==> config.mk <==
export PLATFORM = sky130hd
export DESIGN_NAME = first_fit_bump_allocator_top
export DESIGN_NICKNAME = d
export VERILOG_FILES = /design/src/rtl/ffba_pkg.sv /design/src/rtl/first_fit_bump_allocator_top.sv
export SDC_FILE = /design/constraint.sdc
export NUM_CORES = 2
export LEC_CHECK = 0
export BUFFER_PORTS_ARGS = -buffer_cell sky130_fd_sc_hd__clkbuf_2
export CAP_MARGIN = 30
export CORE_MARGIN = 10
export CORE_UTILIZATION = 50
export CTS_CLUSTER_SIZE = 16
export DETAILED_ROUTE_END_ITERATION = 16
export GPL_ROUTABILITY_DRIVEN = 1
export HOLD_SLACK_MARGIN = 0.06
export MAX_ROUTING_LAYER = met4
export PLACE_DENSITY_LB_ADDON = 0.3
export SETUP_SLACK_MARGIN = 0.02
export SLEW_MARGIN = 0
export SYNTH_ARGS = -nofsm -noshare
export SYNTH_HDL_FRONTEND = slang
export SYNTH_SLANG_ARGS = --single-unit
==> constraint.sdc <==
create_clock -name clk -period 20.3 [get_ports clk]
set_input_delay 3.045 -clock clk [delete_from_list [all_inputs] [get_ports clk]]
set_output_delay 3.045 -clock clk [all_outputs]
set_load 0.1 [all_outputs]
==> src/rtl/ffba_pkg.sv <==
package ffba_pkg;

  localparam int unsigned MAX_BLOCKS_DEF = 64;
  localparam int unsigned ADDR_BITS_DEF  = 20;
  localparam int unsigned META_BYTES_DEF = 32;

  localparam int unsigned SIZE_W   = 21;
  localparam int unsigned DADDR_W  = 20;
  localparam int unsigned STATUS_W = 2;

  typedef enum logic [STATUS_W-1:0] {
    ST_OK       = 2'd0,
    ST_NOSPACE  = 2'd1,
    ST_FULL     = 2'd2,
    ST_NOTFOUND = 2'd3
  } status_t;

  localparam logic FUNC_ALLOC = 1'b0;
  localparam logic FUNC_FREE  = 1'b1;

endpackage

==> src/rtl/first_fit_bump_allocator_top.sv <==
// First-fit heap allocator with a bump pointer. A request on s_axis (tdata:
// req_size [20:0], data_address [40:21], zero fill to 48 bits; tuser: func,
// 0 allocate, 1 free) yields exactly one response on m_axis (tdata:
// alloc_address [19:0], status [21:20], zero fill to 24 bits). The block
// table sits in one memory with a single read port and a registered read, and
// one shared compare unit walks it entry by entry, each entry in two steps
// (read, then compare). The first check settles a request at once on no
// space, a null or low address, or a free with an empty table. An allocate
// scans from entry 0 and reuses the first free entry longer than the request;
// else it appends at the bump pointer or fails. A free probes the last block
// first and, on a match, trims it and the free blocks before it; else it
// scans all entries for an inner block or reports an unknown address.
// The response holds until taken, and the next request can be accepted in
// the cycle after that. s_axis_tready is high only while the block is idle
// and the output register is empty. heap_bytes is written via cfg_we/cfg_data
// and only feeds the space check; zero means no heap.
module first_fit_bump_allocator_top #(
  parameter int unsigned MAX_BLOCKS = ffba_pkg::MAX_BLOCKS_DEF,
  parameter int unsigned ADDR_BITS  = ffba_pkg::ADDR_BITS_DEF,
  parameter int unsigned META_BYTES = ffba_pkg::META_BYTES_DEF
) (
  input  logic        clk,
  input  logic        rst,
  input  logic        cfg_we,
  input  logic [20:0] cfg_data,        // heap_bytes
  input  logic        s_axis_tvalid,
  output logic        s_axis_tready,
  input  logic [47:0] s_axis_tdata,    // req_size[20:0], data_address[40:21]
  input  logic        s_axis_tuser,    // func
  output logic        m_axis_tvalid,
  input  logic        m_axis_tready,
  output logic [23:0] m_axis_tdata     // alloc_address[19:0], status[21:20]
);

  localparam int unsigned IDX_W = $clog2(MAX_BLOCKS);
  localparam int unsigned CNT_W = $clog2(MAX_BLOCKS + 1);
  localparam int unsigned OFF_W = 34;  // wide enough for sums without wrap
  localparam logic [OFF_W-1:0] META = OFF_W'(META_BYTES);
  localparam logic [OFF_W-1:0] ADDR_LIM = OFF_W'(64'd1 << ADDR_BITS);

  typedef enum logic [2:0] {
    S_IDLE, S_CHECK, S_RD, S_CMP, S_TRIM_RD, S_TRIM_CMP, S_DONE
  } state_t;

  state_t              state;
  logic [20:0]         heap_bytes;
  logic [CNT_W-1:0]    block_count;
  logic [OFF_W-1:0]    bump_offset;
  logic                func;
  logic [20:0]         req_size;
  logic [19:0]         data_address;
  logic [CNT_W-1:0]    idx;
  logic                probe_last;
  logic [19:0]         out_addr;
  ffba_pkg::status_t   out_status;

  // Table memory: start, length, free mark.
  logic [ADDR_BITS-1:0] mem_start [MAX_BLOCKS];
  logic [20:0]          mem_len   [MAX_BLOCKS];
  logic                 mem_free  [MAX_BLOCKS];
  logic [ADDR_BITS-1:0] rd_start;
  logic [20:0]          rd_len;
  logic                 rd_free;
  logic [IDX_W-1:0]     rd_idx;
  logic [IDX_W-1:0]     app_idx;

  logic [OFF_W-1:0] hdr;
  logic             hit;
  logic [OFF_W-1:0] need;
  logic             append_ok;

  assign s_axis_tready = (state == S_IDLE) && !m_axis_tvalid;
  assign hdr  = OFF_W'(data_address) - META;
  assign need = bump_offset + OFF_W'(req_size) + META;

  // Shared compare unit: either a fit test or an address match.
  always_comb begin
    if (func == ffba_pkg::FUNC_ALLOC) hit = rd_free && (rd_len > req_size);
    else hit = (OFF_W'(rd_start) == hdr);
  end

  assign m_axis_tdata = {2'b00, out_status, out_addr};

  assign rd_idx  = idx[IDX_W-1:0];
  assign app_idx = block_count[IDX_W-1:0];

  // Append write happens in the first S_DONE cycle of a non-reuse allocate that passes the address and table limits.
  assign append_ok = (state == S_DONE) && !m_axis_tvalid &&
                     !(bump_offset + META >= ADDR_LIM) &&
                     (block_count < CNT_W'(MAX_BLOCKS));

  always_ff @(posedge clk) begin
    rd_start <= mem_start[rd_idx];
    rd_len   <= mem_len[rd_idx];
    rd_free  <= mem_free[rd_idx];
    if (state == S_CMP && hit) begin
      mem_free[rd_idx] <= (func == ffba_pkg::FUNC_FREE);
    end else if (append_ok) begin
      mem_start[app_idx] <= ADDR_BITS'(bump_offset);
      mem_len[app_idx]   <= req_size;
      mem_free[app_idx]  <= 1'b0;
    end
  end

  always_ff @(posedge clk) begin
    if (rst) begin
      state         <= S_IDLE;
      heap_bytes    <= '0;
      block_count   <= '0;
      bump_offset   <= '0;
      m_axis_tvalid <= 1'b0;
      idx           <= '0;
      probe_last    <= 1'b0;
    end else begin
      if (cfg_we) heap_bytes <= cfg_data;
      if (m_axis_tvalid && m_axis_tready) m_axis_tvalid <= 1'b0;
      unique case (state)
        S_IDLE: begin
          if (s_axis_tvalid && s_axis_tready) begin
            func         <= s_axis_tuser;
            req_size     <= s_axis_tdata[20:0];
            data_address <= s_axis_tdata[40:21];
            out_addr     <= '0;
            out_status   <= ffba_pkg::ST_OK;
            state        <= S_CHECK;
          end
        end
        S_CHECK: begin
          idx <= '0;
          if (func == ffba_pkg::FUNC_ALLOC) begin
            if (heap_bytes == '0 || need > OFF_W'(heap_bytes)) begin
              out_status <= ffba_pkg::ST_NOSPACE;
              state      <= S_DONE;
              m_axis_tvalid <= 1'b1;
            end else if (block_count == '0) state <= S_DONE;
            else state <= S_RD;
          end else if (data_address == '0) begin
            state <= S_DONE;
            m_axis_tvalid <= 1'b1;
          end else if (OFF_W'(data_address) < META) begin
            out_status <= ffba_pkg::ST_NOTFOUND;
            state      <= S_DONE;
            m_axis_tvalid <= 1'b1;
          end else if (block_count == '0) begin
            out_status <= ffba_pkg::ST_NOTFOUND;
            state      <= S_DONE;
            m_axis_tvalid <= 1'b1;
          end else begin
            // Probe the last block first.
            idx        <= block_count - 1'b1;
            probe_last <= 1'b1;
            state      <= S_TRIM_RD;
          end
        end
        S_RD: state <= S_CMP;
        S_CMP: begin
          if (hit) begin
            if (func == ffba_pkg::FUNC_ALLOC) out_addr <= 20'(OFF_W'(rd_start) + META);
            state <= S_DONE;
            m_axis_tvalid <= 1'b1;
          end else if (idx + 1'b1 == block_count) begin
            if (func == ffba_pkg::FUNC_ALLOC) state <= S_DONE;
            else begin
              out_status <= ffba_pkg::ST_NOTFOUND;
              state      <= S_DONE;
              m_axis_tvalid <= 1'b1;
            end
          end else begin
            idx   <= idx + 1'b1;
            state <= S_RD;
          end
        end
        S_TRIM_RD: state <= S_TRIM_CMP;
        S_TRIM_CMP: begin
          if (probe_last && OFF_W'(rd_start) != hdr) begin
            // Not the last block: scan for a match instead.
            probe_last <= 1'b0;
            idx        <= '0;
            state      <= S_RD;
          end else if (probe_last || rd_free) begin
            // Drop this block and step back.
            probe_last  <= 1'b0;
            bump_offset <= OFF_W'(rd_start);
            block_count <= CNT_W'(idx);
            if (idx == '0) begin
              state <= S_DONE;
              m_axis_tvalid <= 1'b1;
            end else begin
              idx   <= idx - 1'b1;
              state <= S_TRIM_RD;
            end
          end else begin
            state <= S_DONE;
            m_axis_tvalid <= 1'b1;
          end
        end
        S_DONE: begin
          if (!m_axis_tvalid) begin
            // Allocate with no reuse: append at the bump pointer, or fail with no space or full.
            if (bump_offset + META >= ADDR_LIM) out_status <= ffba_pkg::ST_NOSPACE;
            else if (block_count >= CNT_W'(MAX_BLOCKS)) out_status <= ffba_pkg::ST_FULL;
            else begin
              out_addr    <= 20'(bump_offset + META);
              bump_offset <= need;
              block_count <= block_count + 1'b1;
            end
            m_axis_tvalid <= 1'b1;
          end else if (m_axis_tready) state <= S_IDLE;
        end
        default: state <= S_IDLE;
      endcase
    end
  end

endmodule

==> impl_results.md <==
- Full die area: 246,000 µm²
- First-pass GRT wire length: 426 mm
- Endpoints failing hold: 0
- Vias in the first global route: 56,414
- Max-Cap Viols: 0
- Top cells by area, synth: edfxtp_1 73%, mux4_2 18%, dfxtp_1 2.0%, ha_1 1.0%, nor2_1 0.73%
- Post-synth EDFFs: 2,752
- Setup_tns: 0 ns
- Sequential share of the synthesized area: 0.749
- Fin crit share: 0.357
- Async set-reset flop share out of synthesis: 0
- Area delta synth->final: 13.2%
- Cell Area, Synth: 113,000 µm²
- Synth warn: 0
- Register-to-register setup slack: 13.04 ns
- Hold Crit Class: register to register
- Vias: 56,899
- Worst-Skew Late Latency: 0.94 ns
- Worst-path fanout max: 66
- Cts bufs inserted: 295
- CTS tree: done
- Top-level port count: 101
- CTS clk-pin slew, worst paths: 0.07 ns
- Crit path arrival time: 7.90 ns
- Overall Global Routing Usage: 0.251
- Placed Area: 119,000 µm²
- Fin. max-slew vios: 0
- GRT overflow: 0
- Share of layout cells above drive strength 1: 0.296
- HPWL after DPL: 171 mm
- Outcome: completed
- Mean post-synth cell area: 21.7 µm²
- Post-route cell area: 128,000 µm²
- Drt first pass iters: 6
- Top-count cell post-synth: edfxtp_1
- Final wirelength: 301 mm
- GP Congestion: 0.904
- Required time worst endpoint: 20.94 ns
- Pwr/cell area: 118 nW/µm²
- Startpoint Class: register
- Cts repair resizes: 0
- CTS Buffer Depth: 4
- Final cell utilization of the core: 0.570
- Syn Inst Count: 5,218
- Die Y-Extent: 496 µm
- Unrepaired setup endpoints after global routing: no
- Clock Skews: 0.0513 ns
- Hold Path Stages: 2
- Most used DFF post-synth: edfxtp_1
- Cell taking the most area after synthesis: edfxtp_1
- Max frequency: 0.138 GHz
- Area share of the largest cell type after synthesis: 0.728
- Port buffer count: 91
- # DRC: 0
- P_leak: 39.9 nW
- Max_slew headroom: 0.266
- # hold bufs at CTS: 0
- Antenna violations before repair: 7
- Setup repair bufs after CTS: 0
- CP endpoint kind: register
- Max IR drop VDD: 0.123 mV
- Clk sinks: 2,868
- # rows: 174
- Reg2Reg Depth: 21
- Slew @ Worst Pin: 1.10 ns
- Synth cell count leaders: 2,752 x edfxtp_1, 882 x mux4_2, 222 x nor2_1, 189 x clkbuf_1, 122 x nand2_1
- Critical path type: register to register
- Die Span X: 496 µm
- Synth unique cells: 94
- Initial Util: 0.504
- H-tree levels: 5
- Final ANT Viol Nets: 0
- Largest net degree at the start of global routing: 152
- Synth Register Bits: 2,868
- Iteration-0 DRC Markers: 7,569
- Wire per inst: 34.4 µm
- Setup violators final: 0
- CTS root buf: clkbuf_16
- # nets final: 5,701
- Vias per Instance: 6.51
- Final min period: 7.26 ns
- Core box area: 225,000 µm²
-- area by class of cell --
cell class	count	area (µm²)
fill	16165	96900
timing repair buffer	291	2650
multi-input combinational	2001	27600
clock buffer	387	8040
tap	2992	3740
inverter	75	289
sequential	2868	85000
clock inverter	116	1080
antenna	7	17.5
-- cell families (layout without fill, tap and decap cells) --
family,after synthesis,after routing,share of synthesized area
buf+inv,350,869,0.0122
flops,2868,2868,0.749
mux,908,908,0.177
other cells,1,9,0.0000330
compound gates,316,316,0.0189
fa+ha+maj,94,94,0.0104
simple gates,597,597,0.0259
xor+xnor,84,84,0.00648
-- power breakdown --
part / internal [mW] / leakage (nW) / switching, mW
sequential: 6.79 / 26.1 / 0.173
combinational: 1.37 / 9.35 / 1.60
clock: 3.02 / 4.45 / 2.17
-- registers in the layout, summed over array words and instances (netlist names) --
signal	cells
mem_len	1344
mem_start	1280
mem_free	64
bump_offset	34
heap_bytes	21
rd_len	21
req_size	21
data_address	20
out_addr	20
rd_start	20
block_count	7
idx	7
state	3
out_status	2
func	1
m_axis_tvalid	1
probe_last	1
rd_free	1
-- layer usage --
layer  global-route usage  vias to the layer above  share of wire
li1                     -                    22666              -
met2                0.388                     3153           0.48
met5                    -                        -              0
met1                0.333                    30436           0.38
met3               0.0465                      644          0.095
met4                0.103                        0          0.046
-- critical path, cell delays in order (launching register included) --
cell and delay (ns):
edfxtp_1 0.32, buf_4 0.60, ha_1 0.29, ha_1 0.20
inv_1 0.07, fa_1 0.45, nor2b_1 0.19, o31a_1 0.20
a2bb2oi_1 0.50, a31oi_1 0.32, o21a_1 0.32, xnor2_1 0.43
ha_1 0.19, and4_1 0.22, nand4_1 0.14, nor4_1 0.27
a21oi_1 0.11, or4_1 0.52, or4_1 0.42, or4_4 0.51
nor4_4 0.46, a31oi_1 0.20
-- path summary, 6_finish.rpt --
check                                     from              to
worst min register to register  bump_offset[2]  bump_offset[2]
worst max-delay path               req_size[0]   out_status[1]
worst min-delay path            bump_offset[2]  bump_offset[2]
worst max register to register     req_size[0]   out_status[1]
-- cells in the final DEF, fill, tap and decap left out, drive strengths merged, types with 10 or more instances in the layout --
cell type     n
a311oi       20
or3          12
nand3        55
xor2         40
a21o         12
a21oi        69
clkbuf      478
dfxtp       116
bufinv       19
o22ai        23
nor2        224
or4          12
and3         21
ha           93
nor3         39
o21ai        65
o31ai        11
nor4         20
clkinvlp     10
a211oi       12
mux4        882
edfxtp     2752
o211ai       12
xnor2        44
mux2i        25
nand4        31
and2         14
nand2       123
buf         200
inv          79
clkinv       83
-- metrics by stage --
| stage | power [mW] | setup slack (ns) | cells | hold slack [ns] |
|---|---|---|---|---|
| floorplan | 9.19 | 13.46 | 5219 | 0.460 |
| global placement | 9.99 | 13.15 | 8180 | 0.487 |
| detailed placement | 10.0 | 13.12 | 8217 | 0.495 |
| CTS | 15.2 | 13.07 | 8720 | 0.509 |
| global route | 15.6 | 12.69 | 8733 | 0.527 |
| finish | 15.1 | 13.04 | 8737 | 0.497 |
Power figures use the tool's default switching activity.
